--- src/rtl/pbm_pkg.sv ---
// Shared types and constants for the power state and battery monitor.
package pbm_pkg;

    localparam int unsigned AddrWidth = 5;
    localparam int unsigned DataWidth = 32;

    // Register indexes on the configuration port
    localparam logic [2:0] REG_FULL_MV        = 3'd0;
    localparam logic [2:0] REG_EMPTY_MV       = 3'd1;
    localparam logic [2:0] REG_LOW_THRESHOLD  = 3'd2;
    localparam logic [2:0] REG_IDLE_TIMEOUT   = 3'd3;
    localparam logic [2:0] REG_SLEEP_TIMEOUT  = 3'd4;
    localparam logic [2:0] REG_LONG_PRESS     = 3'd5;
    localparam logic [2:0] REG_BATT_INTERVAL  = 3'd6;

    // Reset values of the registers
    localparam logic [12:0] FULL_MV_RST        = 13'd4200;
    localparam logic [12:0] EMPTY_MV_RST       = 13'd3300;
    localparam logic [6:0]  LOW_THRESHOLD_RST  = 7'd20;
    localparam logic [31:0] IDLE_TIMEOUT_RST   = 32'd300000;
    localparam logic [31:0] SLEEP_TIMEOUT_RST  = 32'd600000;
    localparam logic [31:0] LONG_PRESS_RST     = 32'd3000;
    localparam logic [31:0] BATT_INTERVAL_RST  = 32'd10000;

    // ADC full scale in millivolts; the ADC is 12 bits, so divide by 4096 with a shift
    localparam logic [12:0] ADC_FULL_SCALE_MV  = 13'd6600;
    localparam logic [6:0]  LEVEL_FULL         = 7'd100;
    localparam logic [6:0]  LEVEL_EMPTY        = 7'd0;

    typedef enum logic [2:0] {
        MODE_INIT     = 3'd0,
        MODE_ACTIVE   = 3'd1,
        MODE_IDLE     = 3'd2,
        MODE_SLEEP    = 3'd3,
        MODE_SHUTDOWN = 3'd4
    } mode_t;

    typedef enum logic [1:0] {
        OP_TICK     = 2'd0,
        OP_ACTIVITY = 2'd1,
        OP_BUTTON   = 2'd2,
        OP_SAMPLE   = 2'd3
    } op_t;

    typedef enum logic [2:0] {
        ST_WAIT   = 3'd0,
        ST_MULT   = 3'd1,
        ST_RANGE  = 3'd2,
        ST_DIV    = 3'd3,
        ST_FINISH = 3'd4
    } exec_state_t;

    typedef struct packed {
        op_t         op;
        logic [11:0] adc;
        logic        charging;
    } item_t;

    typedef struct packed {
        logic [12:0] full_mv;
        logic [12:0] empty_mv;
        logic [6:0]  low_threshold_pct;
        logic [31:0] idle_timeout_ms;
        logic [31:0] sleep_timeout_ms;
        logic [31:0] long_press_ms;
        logic [31:0] battery_interval_ms;
    } cfg_t;

endpackage

--- src/rtl/pbm_regs.sv ---
// Configuration register file behind the APB-style port.
module pbm_regs
    import pbm_pkg::*;
(
    input  logic                 clk,
    input  logic                 rst_n,
    input  logic                 psel,
    input  logic                 penable,
    input  logic                 pwrite,
    input  logic [AddrWidth-1:0] paddr,
    input  logic [DataWidth-1:0] pwdata,
    output logic [DataWidth-1:0] prdata,
    output logic                 pready,
    output cfg_t                 cfg
);

    cfg_t       cfg_reg;
    logic       wr_en;
    logic [2:0] reg_idx;

    assign pready  = 1'b1;
    assign wr_en   = psel && penable && pwrite;
    assign reg_idx = paddr[AddrWidth-1:2];
    assign cfg     = cfg_reg;

    always_ff @(posedge clk or negedge rst_n)
    begin
        if (!rst_n)
        begin
            cfg_reg.full_mv             <= FULL_MV_RST;
            cfg_reg.empty_mv            <= EMPTY_MV_RST;
            cfg_reg.low_threshold_pct   <= LOW_THRESHOLD_RST;
            cfg_reg.idle_timeout_ms     <= IDLE_TIMEOUT_RST;
            cfg_reg.sleep_timeout_ms    <= SLEEP_TIMEOUT_RST;
            cfg_reg.long_press_ms       <= LONG_PRESS_RST;
            cfg_reg.battery_interval_ms <= BATT_INTERVAL_RST;
        end
        else if (wr_en)
        begin
            case (reg_idx)
                REG_FULL_MV:       cfg_reg.full_mv             <= pwdata[12:0];
                REG_EMPTY_MV:      cfg_reg.empty_mv            <= pwdata[12:0];
                REG_LOW_THRESHOLD: cfg_reg.low_threshold_pct   <= pwdata[6:0];
                REG_IDLE_TIMEOUT:  cfg_reg.idle_timeout_ms     <= pwdata;
                REG_SLEEP_TIMEOUT: cfg_reg.sleep_timeout_ms    <= pwdata;
                REG_LONG_PRESS:    cfg_reg.long_press_ms       <= pwdata;
                REG_BATT_INTERVAL: cfg_reg.battery_interval_ms <= pwdata;
                default:           ;
            endcase
        end
    end

    always_comb
    begin
        case (reg_idx)
            REG_FULL_MV:       prdata = {19'd0, cfg_reg.full_mv};
            REG_EMPTY_MV:      prdata = {19'd0, cfg_reg.empty_mv};
            REG_LOW_THRESHOLD: prdata = {25'd0, cfg_reg.low_threshold_pct};
            REG_IDLE_TIMEOUT:  prdata = cfg_reg.idle_timeout_ms;
            REG_SLEEP_TIMEOUT: prdata = cfg_reg.sleep_timeout_ms;
            REG_LONG_PRESS:    prdata = cfg_reg.long_press_ms;
            REG_BATT_INTERVAL: prdata = cfg_reg.battery_interval_ms;
            default:           prdata = '0;
        endcase
    end

endmodule

--- src/rtl/pbm_front.sv ---
// Front end: accept input words, classify the command and queue them.
module pbm_front
    import pbm_pkg::*;
(
    input  logic        clk,
    input  logic        rst_n,
    input  logic        in_valid,
    output logic        in_ready,
    input  logic [1:0]  cmd,
    input  logic [11:0] adc_sample,
    input  logic        charger_active,
    output logic        q_valid,
    output item_t       q_item,
    input  logic        q_pop
);

    item_t      entry_reg [2];
    logic       wr_ptr_reg;
    logic       rd_ptr_reg;
    logic [1:0] count_reg;
    logic [1:0] count_next;
    logic       push;
    logic       pop;
    item_t      classified;

    always_comb
    begin
        case (cmd)
            OP_TICK:     classified.op = OP_TICK;
            OP_ACTIVITY: classified.op = OP_ACTIVITY;
            OP_BUTTON:   classified.op = OP_BUTTON;
            default:     classified.op = OP_SAMPLE;
        endcase
        classified.adc      = adc_sample;
        classified.charging = charger_active;
    end

    assign in_ready = (count_reg != 2'd2);
    assign q_valid  = (count_reg != 2'd0);
    assign q_item   = entry_reg[rd_ptr_reg];
    assign push     = in_valid && in_ready;
    assign pop      = q_pop && q_valid;

    always_comb
    begin
        count_next = count_reg;
        if (push && !pop)
        begin
            count_next = count_reg + 2'd1;
        end
        else if (pop && !push)
        begin
            count_next = count_reg - 2'd1;
        end
    end

    always_ff @(posedge clk)
    begin
        if (push)
        begin
            entry_reg[wr_ptr_reg] <= classified;
        end
    end

    always_ff @(posedge clk or negedge rst_n)
    begin
        if (!rst_n)
        begin
            wr_ptr_reg <= 1'b0;
            rd_ptr_reg <= 1'b0;
            count_reg  <= 2'd0;
        end
        else
        begin
            if (push)
            begin
                wr_ptr_reg <= ~wr_ptr_reg;
            end
            if (pop)
            begin
                rd_ptr_reg <= ~rd_ptr_reg;
            end
            count_reg <= count_next;
        end
    end

endmodule

--- src/rtl/pbm_back.sv ---
// Back end: power state machine, battery gauge with iterative divider, result word.
module pbm_back
    import pbm_pkg::*;
(
    input  logic        clk,
    input  logic        rst_n,
    input  cfg_t        cfg,
    input  logic        q_valid,
    input  item_t       q_item,
    output logic        q_pop,
    output logic        out_valid,
    input  logic        out_ready,
    output logic [2:0]  power_mode,
    output logic [12:0] battery_mv,
    output logic [6:0]  level_pct,
    output logic        is_charging_now,
    output logic        battery_low,
    output logic [9:0]  minutes_left,
    output logic        status_refreshed
);

    exec_state_t state_reg;
    exec_state_t state_next;

    mode_t       mode_reg;
    mode_t       mode_next;
    logic [31:0] clock_reg;
    logic [31:0] idle_cnt_reg;
    logic [31:0] press_start_reg;
    logic        press_pending_reg;
    logic [31:0] refresh_time_reg;
    logic [12:0] cached_mv_reg;
    logic [6:0]  cached_level_reg;
    logic        cached_charging_reg;
    logic        cached_low_reg;
    logic [9:0]  cached_minutes_reg;
    logic        refreshed_reg;
    logic        out_valid_reg;

    logic [11:0] adc_reg;
    logic        chg_reg;
    logic [12:0] mv_reg;
    logic [19:0] rem_reg;
    logic [12:0] den_reg;
    logic [6:0]  quo_reg;
    logic [2:0]  cnt_reg;

    logic        out_free;
    logic        sample_go;
    logic        saturated;
    logic        load_out;
    logic [31:0] clock_inc;
    logic [31:0] idle_inc;
    logic [31:0] press_dur;
    logic [31:0] refresh_age;
    logic [24:0] mv_prod;
    logic [12:0] mv_diff;
    logic [19:0] div_num;
    logic [19:0] den_shift;
    logic [9:0]  minutes_calc;

    assign out_free    = !out_valid_reg || out_ready;
    assign clock_inc   = clock_reg + 32'd1;
    assign idle_inc    = idle_cnt_reg + 32'd1;
    assign press_dur   = clock_reg - press_start_reg;
    assign refresh_age = clock_reg - refresh_time_reg;
    assign sample_go   = (q_item.op == OP_SAMPLE) && (mode_reg != MODE_SHUTDOWN)
                         && ((mode_reg == MODE_INIT)
                             || (refresh_age >= cfg.battery_interval_ms));
    assign saturated   = (mv_reg >= cfg.full_mv) || (mv_reg <= cfg.empty_mv);
    assign mv_prod     = {13'd0, adc_reg} * {12'd0, ADC_FULL_SCALE_MV};
    assign mv_diff     = mv_reg - cfg.empty_mv;
    // (mv - empty) * 100 as shifts and adds
    assign div_num     = ({7'd0, mv_diff} << 6) + ({7'd0, mv_diff} << 5)
                         + ({7'd0, mv_diff} << 2);
    assign den_shift   = {7'd0, den_reg} << cnt_reg;
    // level * 500 / 100 * 60 / 50 reduces to level * 6
    assign minutes_calc = ({3'd0, quo_reg} << 2) + ({3'd0, quo_reg} << 1);

    // Mode update for events handled straight from the wait state
    always_comb
    begin
        mode_next = mode_reg;
        if (mode_reg != MODE_SHUTDOWN)
        begin
            case (q_item.op)
                OP_TICK:
                begin
                    if ((idle_inc > cfg.idle_timeout_ms) && (mode_reg == MODE_ACTIVE))
                    begin
                        mode_next = MODE_IDLE;
                        if (idle_inc > cfg.sleep_timeout_ms)
                        begin
                            mode_next = MODE_SLEEP;
                        end
                    end
                    else if ((idle_inc > cfg.sleep_timeout_ms) && (mode_reg == MODE_IDLE))
                    begin
                        mode_next = MODE_SLEEP;
                    end
                end
                OP_BUTTON:
                begin
                    if (press_pending_reg)
                    begin
                        if (press_dur > cfg.long_press_ms)
                        begin
                            mode_next = MODE_SHUTDOWN;
                        end
                        else if (mode_reg == MODE_SLEEP)
                        begin
                            mode_next = MODE_ACTIVE;
                        end
                        else
                        begin
                            mode_next = MODE_SLEEP;
                        end
                    end
                end
                default: ;
            endcase
        end
    end

    // Next state
    always_comb
    begin
        state_next = state_reg;
        case (state_reg)
            ST_WAIT:
            begin
                if (q_valid && out_free && sample_go)
                begin
                    state_next = ST_MULT;
                end
            end
            ST_MULT:   state_next = ST_RANGE;
            ST_RANGE:  state_next = saturated ? ST_FINISH : ST_DIV;
            ST_DIV:
            begin
                if (cnt_reg == 3'd0)
                begin
                    state_next = ST_FINISH;
                end
            end
            ST_FINISH:
            begin
                if (out_free)
                begin
                    state_next = ST_WAIT;
                end
            end
            default:   state_next = ST_WAIT;
        endcase
    end

    // Control outputs
    always_comb
    begin
        q_pop    = 1'b0;
        load_out = 1'b0;
        case (state_reg)
            ST_WAIT:
            begin
                if (q_valid && out_free)
                begin
                    q_pop    = 1'b1;
                    load_out = !sample_go;
                end
            end
            ST_FINISH: load_out = out_free;
            default:   ;
        endcase
    end

    // Battery datapath
    always_ff @(posedge clk)
    begin
        case (state_reg)
            ST_WAIT:
            begin
                adc_reg <= q_item.adc;
                chg_reg <= q_item.charging;
            end
            ST_MULT:   mv_reg <= mv_prod[24:12];
            ST_RANGE:
            begin
                rem_reg <= div_num;
                den_reg <= cfg.full_mv - cfg.empty_mv;
                cnt_reg <= 3'd6;
                if (mv_reg >= cfg.full_mv)
                begin
                    quo_reg <= LEVEL_FULL;
                end
                else
                begin
                    quo_reg <= LEVEL_EMPTY;
                end
            end
            ST_DIV:
            begin
                // One restoring step per cycle, quotient bit by bit from the top
                if (rem_reg >= den_shift)
                begin
                    rem_reg          <= rem_reg - den_shift;
                    quo_reg[cnt_reg] <= 1'b1;
                end
                cnt_reg <= cnt_reg - 3'd1;
            end
            default:   ;
        endcase
    end

    // Architectural state and the result word
    always_ff @(posedge clk or negedge rst_n)
    begin
        if (!rst_n)
        begin
            state_reg           <= ST_WAIT;
            mode_reg            <= MODE_INIT;
            clock_reg           <= '0;
            idle_cnt_reg        <= '0;
            press_start_reg     <= '0;
            press_pending_reg   <= 1'b0;
            refresh_time_reg    <= '0;
            cached_mv_reg       <= '0;
            cached_level_reg    <= '0;
            cached_charging_reg <= 1'b0;
            cached_low_reg      <= 1'b0;
            cached_minutes_reg  <= '0;
            refreshed_reg       <= 1'b0;
            out_valid_reg       <= 1'b0;
        end
        else
        begin
            state_reg <= state_next;

            if (load_out)
            begin
                out_valid_reg <= 1'b1;
            end
            else if (out_ready)
            begin
                out_valid_reg <= 1'b0;
            end

            if ((state_reg == ST_WAIT) && load_out)
            begin
                refreshed_reg <= 1'b0;
                mode_reg      <= mode_next;
                if (mode_reg != MODE_SHUTDOWN)
                begin
                    case (q_item.op)
                        OP_TICK:
                        begin
                            clock_reg    <= clock_inc;
                            idle_cnt_reg <= idle_inc;
                        end
                        OP_ACTIVITY: idle_cnt_reg <= '0;
                        OP_BUTTON:
                        begin
                            if (!press_pending_reg)
                            begin
                                press_start_reg <= clock_reg;
                            end
                            press_pending_reg <= !press_pending_reg;
                        end
                        default: ;
                    endcase
                end
            end

            if ((state_reg == ST_FINISH) && load_out)
            begin
                refreshed_reg       <= 1'b1;
                cached_mv_reg       <= mv_reg;
                cached_level_reg    <= quo_reg;
                cached_charging_reg <= chg_reg;
                cached_low_reg      <= (quo_reg < cfg.low_threshold_pct);
                cached_minutes_reg  <= chg_reg ? 10'd0 : minutes_calc;
                refresh_time_reg    <= clock_reg;
                if (mode_reg == MODE_INIT)
                begin
                    mode_reg <= MODE_IDLE;
                end
            end
        end
    end

    assign out_valid        = out_valid_reg;
    assign power_mode       = mode_reg;
    assign battery_mv       = cached_mv_reg;
    assign level_pct        = cached_level_reg;
    assign is_charging_now  = cached_charging_reg;
    assign battery_low      = cached_low_reg;
    assign minutes_left     = cached_minutes_reg;
    assign status_refreshed = refreshed_reg;

endmodule

--- src/rtl/power_state_and_battery_monitor.sv ---
// Power state controller with battery gauge: top level.
//
// Input channel (in_valid/in_ready) carries one event word: cmd selects a 1 ms
// tick, a user activity mark, a power-button edge or a battery ADC sample with
// the charger flag. Every accepted word yields exactly one result word on the
// output channel (out_valid/out_ready): power mode plus cached battery status.
// A two-entry queue sits between the front end and the execution unit, so the
// input side keeps taking words while a result waits on a stalled receiver.
// Ticks, activity marks, button edges and rejected samples give their result
// in the cycle after they leave the queue; an accepted sample passes the
// shared multiply stage and the range check and, unless the voltage is clamped
// at full or empty, the 7-step restoring divider for the level.
// Simple events go through at one word per cycle while out_ready stays high;
// a sample runs to its result before the next word leaves the queue.
// While out_ready is low the result word holds and the execution unit waits;
// the queue fills and then in_ready drops. Reset clears the mode to init,
// the millisecond clock, the press/activity tracking and the cached status, and
// loads the register defaults. Write configuration only while the block is idle.
module power_state_and_battery_monitor
    import pbm_pkg::*;
(
    input  logic                 clk,
    input  logic                 rst_n,
    // configuration port
    input  logic                 psel,
    input  logic                 penable,
    input  logic                 pwrite,
    input  logic [AddrWidth-1:0] paddr,
    input  logic [DataWidth-1:0] pwdata,
    output logic [DataWidth-1:0] prdata,
    output logic                 pready,
    // event words
    input  logic                 in_valid,
    output logic                 in_ready,
    input  logic [1:0]           cmd,
    input  logic [11:0]          adc_sample,
    input  logic                 charger_active,
    // result words
    output logic                 out_valid,
    input  logic                 out_ready,
    output logic [2:0]           power_mode,
    output logic [12:0]          battery_mv,
    output logic [6:0]           level_pct,
    output logic                 is_charging_now,
    output logic                 battery_low,
    output logic [9:0]           minutes_left,
    output logic                 status_refreshed
);

    cfg_t  cfg;
    logic  q_valid;
    logic  q_pop;
    item_t q_item;

    // Hold the register set; writes land on the access cycle
    pbm_regs u_regs (
        .clk     (clk),
        .rst_n   (rst_n),
        .psel    (psel),
        .penable (penable),
        .pwrite  (pwrite),
        .paddr   (paddr),
        .pwdata  (pwdata),
        .prdata  (prdata),
        .pready  (pready),
        .cfg     (cfg)
    );

    // Accept and classify events, queue them for execution
    pbm_front u_front (
        .clk            (clk),
        .rst_n          (rst_n),
        .in_valid       (in_valid),
        .in_ready       (in_ready),
        .cmd            (cmd),
        .adc_sample     (adc_sample),
        .charger_active (charger_active),
        .q_valid        (q_valid),
        .q_item         (q_item),
        .q_pop          (q_pop)
    );

    // Advance the power state, refresh the battery status, drive the result
    pbm_back u_back (
        .clk              (clk),
        .rst_n            (rst_n),
        .cfg              (cfg),
        .q_valid          (q_valid),
        .q_item           (q_item),
        .q_pop            (q_pop),
        .out_valid        (out_valid),
        .out_ready        (out_ready),
        .power_mode       (power_mode),
        .battery_mv       (battery_mv),
        .level_pct        (level_pct),
        .is_charging_now  (is_charging_now),
        .battery_low      (battery_low),
        .minutes_left     (minutes_left),
        .status_refreshed (status_refreshed)
    );

endmodule
--- config.mk ---
export PLATFORM = sky130hd
export DESIGN_NAME = power_state_and_battery_monitor
export DESIGN_NICKNAME = d
export VERILOG_FILES = /design/src/rtl/pbm_pkg.sv /design/src/rtl/pbm_regs.sv /design/src/rtl/pbm_front.sv /design/src/rtl/pbm_back.sv /design/src/rtl/power_state_and_battery_monitor.sv
export SDC_FILE = /design/constraint.sdc
export NUM_CORES = 1
export LEC_CHECK = 0
export BUFFER_PORTS_ARGS = -buffer_cell sky130_fd_sc_hd__buf_4
export CAP_MARGIN = 15
export CORE_ASPECT_RATIO = 1.25
export CORE_MARGIN = 3
export CORE_UTILIZATION = 45
export DETAILED_ROUTE_END_ITERATION = 8
export HOLD_SLACK_MARGIN = 0.05
export PLACE_DENSITY = 0.59
export SLEW_MARGIN = 10
export SYNTH_ARGS = -nofsm -noshare
export SYNTH_HDL_FRONTEND = slang
export SYNTH_SLANG_ARGS = --single-unit
--- constraint.sdc ---
create_clock -name clk -period 6.75 [get_ports clk]
set_clock_uncertainty 0.05 [all_clocks]
set_input_delay 1.6875 -clock clk [delete_from_list [all_inputs] [get_ports clk]]
set_output_delay 1.6875 -clock clk [all_outputs]
set_load 0.05 [all_outputs]
==> flow_summary_export.csv, run 1 <==
group,metric,value,unit
synth,yosysSeqAreaShare,0.3792,
synth,synth_seq_cells,432,
sta,rsz0062_at_grt,"no",
place,post-dp-hpwl,62460,um
floorplan,top_level_ports,130,
detailed_routing,drc_errors,0,
grt,antenna_found_initial,2,
final_layout,drive_gt1_frac,0.1253,
sta,worst_pin_slew,1125,ps
detailed_routing,antenna_left,0,
floorplan,die_w,236.7,um
detailed_routing,drtIter0Drc,1399,
clocking,cts_buffer_depth,3,
detailed_routing,firstDrtPassIters,5,
synth,synth_top_family_by_area,"adder cells",
floorplan,core-area,65820,um2
final_layout,post-route-util,0.5102,
synth,synth_area_leaders,"dfrtp_1 24%, ha_1 15%, edfxtp_1 9.9%, o21ai_0 4.5%, inv_1 4.4%",
critical_path,path_class,"primary input to output pin",
detailed_routing,wl_per_cell,19.65,um
detailed_routing,vias,23150,
sta,finalSetupViolCount,0,
sta,relSlewSlack,0.2467,
grt,grt_pass1_vias,23410,
clocking,h-tree-depth,2,
synth,yosys.area.top_type,"dfrtp_1",
synth,yosysWarnings,0,
critical_path,worstRegToRegCells,24,
synth,synthSimpleGateAreaFrac,0.1293,
synth,synthAdderAreaFrac,0.1774,
synth,synth_top_flop_cell,"dfrtp_1",
critical_path,cp-start-kind,"primary input",
synth,synth_xor_area_frac,0.05323,
place,io_buffers,125,
place,routabilityCongestion,0.9235,
sta,min_period_over_period,0.8134,
grt,grt_max_degree,126,
sta,fmax,0.1821,GHz
synth,synth_cell_types,89,
critical_path,crit_arrival,3750,ps
grt,gr-total-overflow,0,
clocking,ctsHoldBuffers,0,
outcome,outcome,"completed",
detailed_routing,viasPerCell,5.567,
synth,syn_inst,3161,
floorplan,fp.dieArea,69700,um2
synth,synth_area_per_cell,9.474,um2
synth,synth_async_sr_flop_share,0.7708,
clocking,cts_buffers,49,
clocking,cts_tree,"built",
job,drv_cap,0,
min_path,hold_class,"flop to flop",
floorplan,die_y,294.4,um
clocking,insertion_delay,600,ps
critical_path,cp-end-kind,"output pin",
sta,tns,0,ps
final_layout,syn_to_final_growth,12.14,%
synth,synth.mux.area_fraction,0.04897,
min_path,whs_path_depth,2,
synth,yosysTopAreaCellShare,0.2448,
grt,grt_pass1_wl,128900,um
critical_path,cp.required,5010,ps
sta,hold_viol,0,
synth,netlist_area,29950,um2
synth,synth_enable_flop_cells,99,
clocking,cts-resized-gates,0,
grt,grt_use_total,0.2337,
final_layout,largest_reg_flops,161,
clocking,clock-root-buffer,"clkbuf_16",
clocking,clkSinkCount,432,
final_layout,antennaDiodeCount,0,
detailed_routing,drt-total-wl,81710,um
synth,synth_compound_area_frac,0.1544,
clocking,post_cts_buffers,0,
floorplan,row_count,105,
final_layout,nets,3718,
synth,syn_nets,3617,
floorplan,start_util,0.4550,
critical_path,cp_max_fo,24,
sta,final_max_slew_viol_count,0,
sta,period_needed,5491,ps
clocking,clk_pin_slew,60,ps
-- critical path, stage by stage --
cell and delay [ps]:
buf_4 290, nor2b_1 80, buf_4 190, and2_1 170
buf_4 230, a221oi_1 520, o21ai_0 300, buf_4 270
-- cells by family after synthesis --
| family | Yosys count |
|---|---|
| AOI/OAI and AO/OA | 750 |
| xor gates and xnor gates | 182 |
| adders and majority gates | 397 |
| buffers and inverters | 452 |
| DFF | 432 |
| muxes | 125 |
| other | 2 |
| and+or+nand+nor | 821 |
-- layer usage --
layer  share of wire  global-route usage  vias to the layer above
met5         0.00016                   0                        -
li1                -                   -                    11240
met1            0.42              0.2882                    11230
met3           0.045             0.03219                      167
met4           0.046             0.09975                        2
met2            0.49              0.4102                      519
-- area by class of cell --
class	instances	area, um2
fillers	6107	32240
well taps	856	1071
flip-flops and latches	432	11360
inverters	354	1329
repair buffers	148	1147
multi-input cells	2277	16960
clock inverters	17	245.2
clock buffers	75	1479
-- layout by cell type (no fill, tap or decap), types with 89 or more instances in the layout --
cell type	netlist	final
inv_1	353	353
ha_1	351	351
nand2_1	334	334
dfrtp_1	293	293
o21ai_0	269	269
a21oi_1	163	163
nor2_1	166	162
buf_4	2	144
xnor2_1	119	119
edfxtp_1	99	99
mux2_2	92	92
a21o_1	89	89
-- worst paths after layout --
| path | start | to | slack (ps) |
|---|---|---|---|
| setup reg to reg | u_back.mv_reg[0] | u_back.rem_reg[19] | 1310 |
| max in group asynchronous | rst_n | u_regs.cfg[42] | 4390 |
| setup / recovery | paddr[4] | prdata[3] | 1260 |
| hold reg to reg | u_back.refresh_time_reg[8] | u_back.refresh_time_reg[8] | 430 |
| min in group asynchronous | rst_n | u_back.minutes_left[6] | 1050 |
| hold / removal | u_back.refresh_time_reg[8] | u_back.refresh_time_reg[8] | 430 |
-- cells in the mapped netlist (34+ instances only) --
cell      count
xor2_1       63
o21a_1       34
nor3_1       42
inv_1       353
fa_1         46
nand3_1      72
xnor2_1     119
dfstp_2      40
nand4_1      47
a21oi_1     163
o21ai_0     269
ha_1        351
clkbuf_1     78
nor2_1      166
a22oi_1      52
nand2_1     334
dfrtp_1     293
a21o_1       89
mux2_2       92
edfxtp_1     99
-- metrics by stage --
step,worst slack (ps),std cells,hold WS [ps],area (um2)
floorplan,1027,3161,399.8,29950
CTS,1321,4159,440.6,33580
detailed placement,1333,4067,427.3,31860
global route,839.6,4159,459.8,33580
finish,1259,4159,434.5,33580
global placement,1342,4066,415.0,31850
Power of run 1 is not shown: default switching activity piles up to over one toggle a cycle in this logic, so the estimate is an artifact.
==> run 2: changes to the inputs <==
--- a/config.mk
+++ b/config.mk
@@ -12,7 +12,7 @@
 export CORE_UTILIZATION = 45
 export DETAILED_ROUTE_END_ITERATION = 8
 export HOLD_SLACK_MARGIN = 0.05
-export PLACE_DENSITY = 0.59
+export PLACE_DENSITY = 0.62
 export SLEW_MARGIN = 10
 export SYNTH_ARGS = -nofsm -noshare
 export SYNTH_HDL_FRONTEND = slang
==> constraint.sdc (replaced) <==
create_clock -name clk -period 4.6 [get_ports clk]
set_clock_uncertainty 0.05 [all_clocks]
set_input_delay 1.15 -clock clk [delete_from_list [all_inputs] [get_ports clk]]
set_output_delay 1.15 -clock clk [all_outputs]
set_load 0.05 [all_outputs]
==> flow_summary_export.csv, run 2 (same netlist as run 1, synthesis figures left out) <==
group,metric,value,unit
outcome,violations,"negative setup slack",
grt,gr-total-overflow,0,
sta,worst_pin_slew,1122,ps
clocking,cts_tree,"built",
min_path,hold_class,"flop to flop",
sta,min_period_over_period,1.030,
final_layout,nets,3920,
grt,grt_pass1_wl,132500,um
detailed_routing,drc_errors,0,
critical_path,crit_top_cell,"fa_1",
critical_path,cp-end-kind,"flop",
floorplan,core-area,65820,um2
detailed_routing,firstDrtPassIters,7,
place,post-place-ws,-459.4,ps
place,post-dp-hpwl,65190,um
sta,fmax,0.2110,GHz
grt,grt_pass1_vias,24700,
floorplan,row_count,105,
final_layout,layout_common_cells,"338 x inv_1, 338 x buf_4, 332 x nand2_1",
clocking,clkSinkCount,432,
clocking,cts_buffer_depth,3,
critical_path,cp_max_fo,3,
place,dpl_cell_area,33300,um2
critical_path,path_class,"flop to flop",
critical_path,worst-path-buf-inv,2,
floorplan,top_level_ports,130,
job,drv_cap,0,
final_layout,post-route-util,0.5434,
sta,setup_slack,-138.7,ps
critical_path,cp-start-kind,"flop",
outcome,outcome,"finished with violations",
final_layout,regArea,11360,um2
final_layout,drive_gt1_frac,0.2130,
detailed_routing,antenna_left,0,
detailed_routing,wl_per_cell,19.39,um
grt,grt_util_met2,0.4228,
detailed_routing,drtIter0Drc,1370,
grt,grt_use_total,0.2387,
clocking,clock-root-buffer,"clkbuf_16",
final_layout,fillers,5817,
clocking,h-tree-depth,2,
clocking,ctsHoldBuffers,0,
critical_path,worstPathCellList,"ha_4 > inv_2 > fa_1 > fa_1 > inv_1 > fa_1 > fa_1 > ha_4 > a21o_1 > a21o_1 > a21oi_2 > nand3_2 > nand4_1 > a31oi_2 > o21a_1 > o21a_1 > nor2_2 > xnor2_1",
critical_path,crit_slowest_cell,"fa_1",
final_layout,multiInputGateArea,17710,um2
final_layout,syn_to_final_growth,19.44,%
critical_path,crit_arrival,5030,ps
grt,grtUsageMet1,0.2878,
place,io_buffers,125,
floorplan,fp.dieArea,69700,um2
grt,antenna_found_initial,5,
clocking,cts_buffers,47,
critical_path,cp_top_family,"adder cells",
place,routabilityCongestion,0.9363,
final_layout,largest_reg_flops,161,
sta,final_max_slew_viol_count,0,
clocking,clk_pin_slew,60,ps
final_layout,design_area,35770,um2
sta,relSlewSlack,0.2486,
floorplan,die_w,236.7,um
sta,rsz0062_at_grt,"yes",
sta,hold_viol,0,
grt,grt_max_degree,86,
floorplan,start_util,0.4550,
grt,grt.met3_usage,0.03781,
detailed_routing,vias,24050,
sta,finalSetupViolCount,6,
sta,period_needed,4739,ps
floorplan,die_y,294.4,um
detailed_routing,viasPerCell,5.517,
grt,grt.busiest_layer,"met2",
detailed_routing,drt-total-wl,84540,um
clocking,insertion_delay,600,ps
critical_path,cp.required,4890,ps
critical_path,cpPeakStageDelay,540,ps
[run 2: final cells by class]
| cell class | count | share of cell area |
|---|---|---|
| Sequential cell | 432 | 0.3175 |
| Clock buffer | 63 | 0.03628 |
| Tap cell | 856 | 0.02994 |
| Timing Repair Buffer | 352 | 0.07668 |
| Antenna cell | 1 | 0.00006996 |
| Inverter | 354 | 0.03715 |
| Clock inverter | 25 | 0.007136 |
| Multi-Input combinational cell | 2277 | 0.4952 |
[run 2: final timing paths]
kind                                        startpoint                endpoint  slack, ps  depth (start not counted)
min in group asynchronous                        rst_n     u_back.level_pct[2]        470                          1
worst min-delay path            u_back.minutes_left[9]  u_back.minutes_left[9]        440                          2
worst max register to register       u_back.adc_reg[2]       u_back.mv_reg[12]       -140                         18
worst min register to register  u_back.minutes_left[9]  u_back.minutes_left[9]        440                          2
worst max-delay path                 u_back.adc_reg[2]       u_back.mv_reg[12]       -140                         18
max in group asynchronous                        rst_n    u_back.battery_mv[6]       2980                          2
[run 2: metrics by stage]
| step | hold slack, ps | TNS, ps | cells |
|---|---|---|---|
| after floorplan | 399.8 | 0 | 3161 |
| after global placement | 420.3 | -2548 | 4243 |
| after detailed placement | 432.9 | -3710 | 4244 |
| after CTS | 446.8 | -416.8 | 4344 |
| after global routing | 466.2 | -2676 | 4359 |
| final | 444.4 | -352.5 | 4360 |
[run 2: worst register-to-register path: stages (launching register included)]
cell	delay, ps
edfxtp_1	440
ha_4	310
inv_2	40
fa_1	470
fa_1	490
inv_1	50
fa_1	460
fa_1	540
ha_4	210
a21o_1	160
a21o_1	190
a21oi_2	150
nand3_2	100
nand4_1	120
a31oi_2	120
o21a_1	210
o21a_1	190
nor2_2	90
xnor2_1	90
[run 2: layer usage]
| metal | part of all wire | vias to the layer above | wire length, um |
|---|---|---|---|
| met5 | 0.00062 | - | 52 |
| met3 | 0.050 | 169 | 4265 |
| li1 | - | 11610 | - |
| met1 | 0.41 | 11710 | 34390 |
| met4 | 0.043 | 8 | 3656 |
| met2 | 0.50 | 551 | 42170 |
[run 2: repair_timing]
action                                  in CTS  in global routing
pin swaps                                   40                 78
resized for setup                           63                100
setup buffers                               12                 17
endpoints found under the setup margin      17                 19
cloned                                       0                  0
Power of run 2 is left out for the same reason.
==> run 3: changes to the inputs <==
--- a/config.mk
+++ b/config.mk
@@ -5,6 +5,7 @@
 export SDC_FILE = /design/constraint.sdc
 export NUM_CORES = 1
 export LEC_CHECK = 0
+export ABC_AREA = 1
 export BUFFER_PORTS_ARGS = -buffer_cell sky130_fd_sc_hd__buf_4
 export CAP_MARGIN = 15
 export CORE_ASPECT_RATIO = 1.25
==> flow_summary_export.csv, run 3 <==
group,metric,value,unit
min_path,hold_class,"flop to flop",
synth,netlist_area,31250,um2
job,drv_cap,0,
grt,gr-total-overflow,0,
grt,grt_pass1_wl,142600,um
critical_path,cp_max_fo,5,
final_layout,antennaDiodeCount,0,
clocking,h-tree-depth,2,
floorplan,start_util,0.4568,
synth,yosysTopAreaCellShare,0.2346,
synth,syn_inst,3861,
detailed_routing,vias,26410,
final_layout,mostFrequentLayoutCell,"nand2_1",
detailed_routing,firstDrtPassIters,5,
critical_path,cp.required,4900,ps
sta,relSlewSlack,0.3121,
synth,synth_seq_cells,432,
detailed_routing,drc_errors,0,
detailed_routing,antenna_left,0,
sta,hold_slack,417.0,ps
synth,yosys.area.top_type,"dfrtp_1",
sta,final_max_slew_viol_count,0,
synth,yosysWarnings,0,
clocking,clk_pin_slew,60,ps
critical_path,cp-start-kind,"flop",
clocking,insertion_delay,610,ps
final_layout,layout_common_cells,"837 x nand2_1, 596 x inv_1, 346 x ha_1",
final_layout,largest_reg_flops,161,
final_layout,post-route-util,0.5180,
place,post-place-ws,77.04,ps
sta,rsz0062_at_grt,"yes",
grt,grt_max_degree,94,
clocking,cts_buffer_depth,3,
grt,antenna_found_initial,0,
grt,grt_use_total,0.2476,
clocking,cts_buffers,50,
final_layout,nets,4490,
place,io_buffers,125,
sta,period_needed,4379,ps
critical_path,crit_arrival,4680,ps
clocking,cts_tree,"built",
synth,synth_area_per_cell,8.094,um2
detailed_routing,viasPerCell,5.283,
outcome,outcome,"completed",
floorplan,die_y,300.6,um
critical_path,r2r-start,"u_back.adc_reg[2]",
final_layout,syn_to_final_growth,13.39,%
sta,hold_viol,0,
detailed_routing,drt-total-wl,90470,um
detailed_routing,wl_per_cell,18.09,um
final_layout,drive_gt1_frac,0.1004,
critical_path,cp-end-kind,"flop",
final_layout,finalNonFillerCells,5000,
clocking,clkSinkCount,432,
floorplan,die_w,241.7,um
sta,min_period_over_period,0.9520,
synth,synth_cell_types,66,
floorplan,fp.dieArea,72670,um2
critical_path,cp-startpoint,"u_back.adc_reg[2]",
synth,synth_top_flop_cell,"dfrtp_1",
critical_path,path_class,"flop to flop",
floorplan,row_count,107,
sta,finalSetupViolCount,0,
place,placedCellCount,4904,
clocking,clock-root-buffer,"clkbuf_16",
sta,setup_slack,220.7,ps
clocking,ctsHoldBuffers,0,
synth,yosys-top-cells-count,"838 x nand2_1, 597 x inv_1, 351 x ha_1",
synth,synth_area_leaders,"dfrtp_1 23%, ha_1 14%, nand2_1 10%, edfxtp_1 9.5%, inv_1 7.2%",
place,routabilityCongestion,0.9500,
sta,fmax,0.2283,GHz
sta,worst_pin_slew,1028,ps
floorplan,core-area,68410,um2
synth,yosysSeqAreaShare,0.3634,
grt,grt_pass1_vias,25840,
synth,yosysMostFrequentCell,"nand2_1",
min_path,min_from,"u_back.press_start_reg[30]",
place,post-dp-hpwl,71360,um
floorplan,top_level_ports,130,
synth,synth_enable_flop_cells,99,
synth,synth_async_sr_flop_share,0.7708,
detailed_routing,drtIter0Drc,1660,
synth,syn_nets,4317,
[run 3: cell count changes in the layout (fill, tap and decap cells not counted), moves of 29 or more]
cell     delta
a21o_1     -72
a21oi_1   +126
a22oi_1    -50
buf_4     -129
inv_1     +258
mux2_2     -79
nand2_1   +505
nand3_1    +61
nor2_1     +60
nor2b_1    -29
o21ai_0    +80
o22ai_1    +52
xnor2_1    -67
xor2_1     +61
[run 3: worst max-delay path: stages (launching register included)]
cell      delay [ps]
edfxtp_1         450
ha_1             330
inv_1             60
fa_1             530
inv_1             50
fa_1             510
fa_1             580
fa_1             470
ha_4             320
nand2_1           50
nor2_1           140
inv_1             50
o211ai_1         190
nand2_1           80
nand2_1          100
nand2_1           60
nand2_1           60
xor2_1            60
[run 3: cell families (layout without fill, tap and decap cells)]
| group | Yosys count | count (layout) | synth area share |
|---|---|---|---|
| simple gates | 1332 | 1332 | 0.1799 |
| mux | 17 | 17 | 0.006085 |
| flops | 432 | 432 | 0.3634 |
| xor+xnor | 172 | 172 | 0.04820 |
| fa+ha+maj | 397 | 397 | 0.1700 |
| other cells | 2 | 2 | 0.0002403 |
| compound gates | 812 | 812 | 0.1460 |
| buf+inv | 697 | 910 | 0.08624 |
[run 3: final timing paths]
kind,endpoint,slack [ps],cells after the start
max in group asynchronous,u_back.level_pct[2],2890,2
min in group asynchronous,u_regs.cfg[88],470,1
setup / recovery,u_back.mv_reg[9],220,17
hold / removal,u_back.press_start_reg[30],420,2
hold reg to reg,u_back.press_start_reg[30],420,2
setup reg to reg,u_back.mv_reg[9],220,17
[run 3: layer usage]
layer	part of all wire	up-vias	GRT usage
met4	0.036	0	0.08505
li1	-	13180	-
met1	0.42	12500	0.3052
met3	0.042	157	0.02788
met5	0	-	0
met2	0.50	582	0.4501
[run 3: final cells by class]
class | count | area (um2)
Tap cell | 926 | 1159
Fill cell | 6628 | 32980
Clock inverter | 21 | 167.7
Sequential cell | 432 | 11360
Multi-Input combinational cell | 2732 | 17350
Timing Repair Buffer | 213 | 1644
Clock buffer | 71 | 1484
Inverter | 605 | 2273
[run 3: per-stage QoR]
| stage | TNS [ps] | instance area [um2] |
|---|---|---|
| after floorplan | 0 | 31250 |
| after global placement | 0 | 33640 |
| after detailed placement | 0 | 33640 |
| after CTS | 0 | 35290 |
| after global routing | -35.15 | 35440 |
| final | 0 | 35440 |
[run 3: repair_timing]
item	4_1_cts	5_1_grt
resized for setup	0	25
endpoints found under the setup margin	0	47
buffers inserted	0	3
hold endpoints to repair	0	0
Power of run 3 is left out for the same reason.
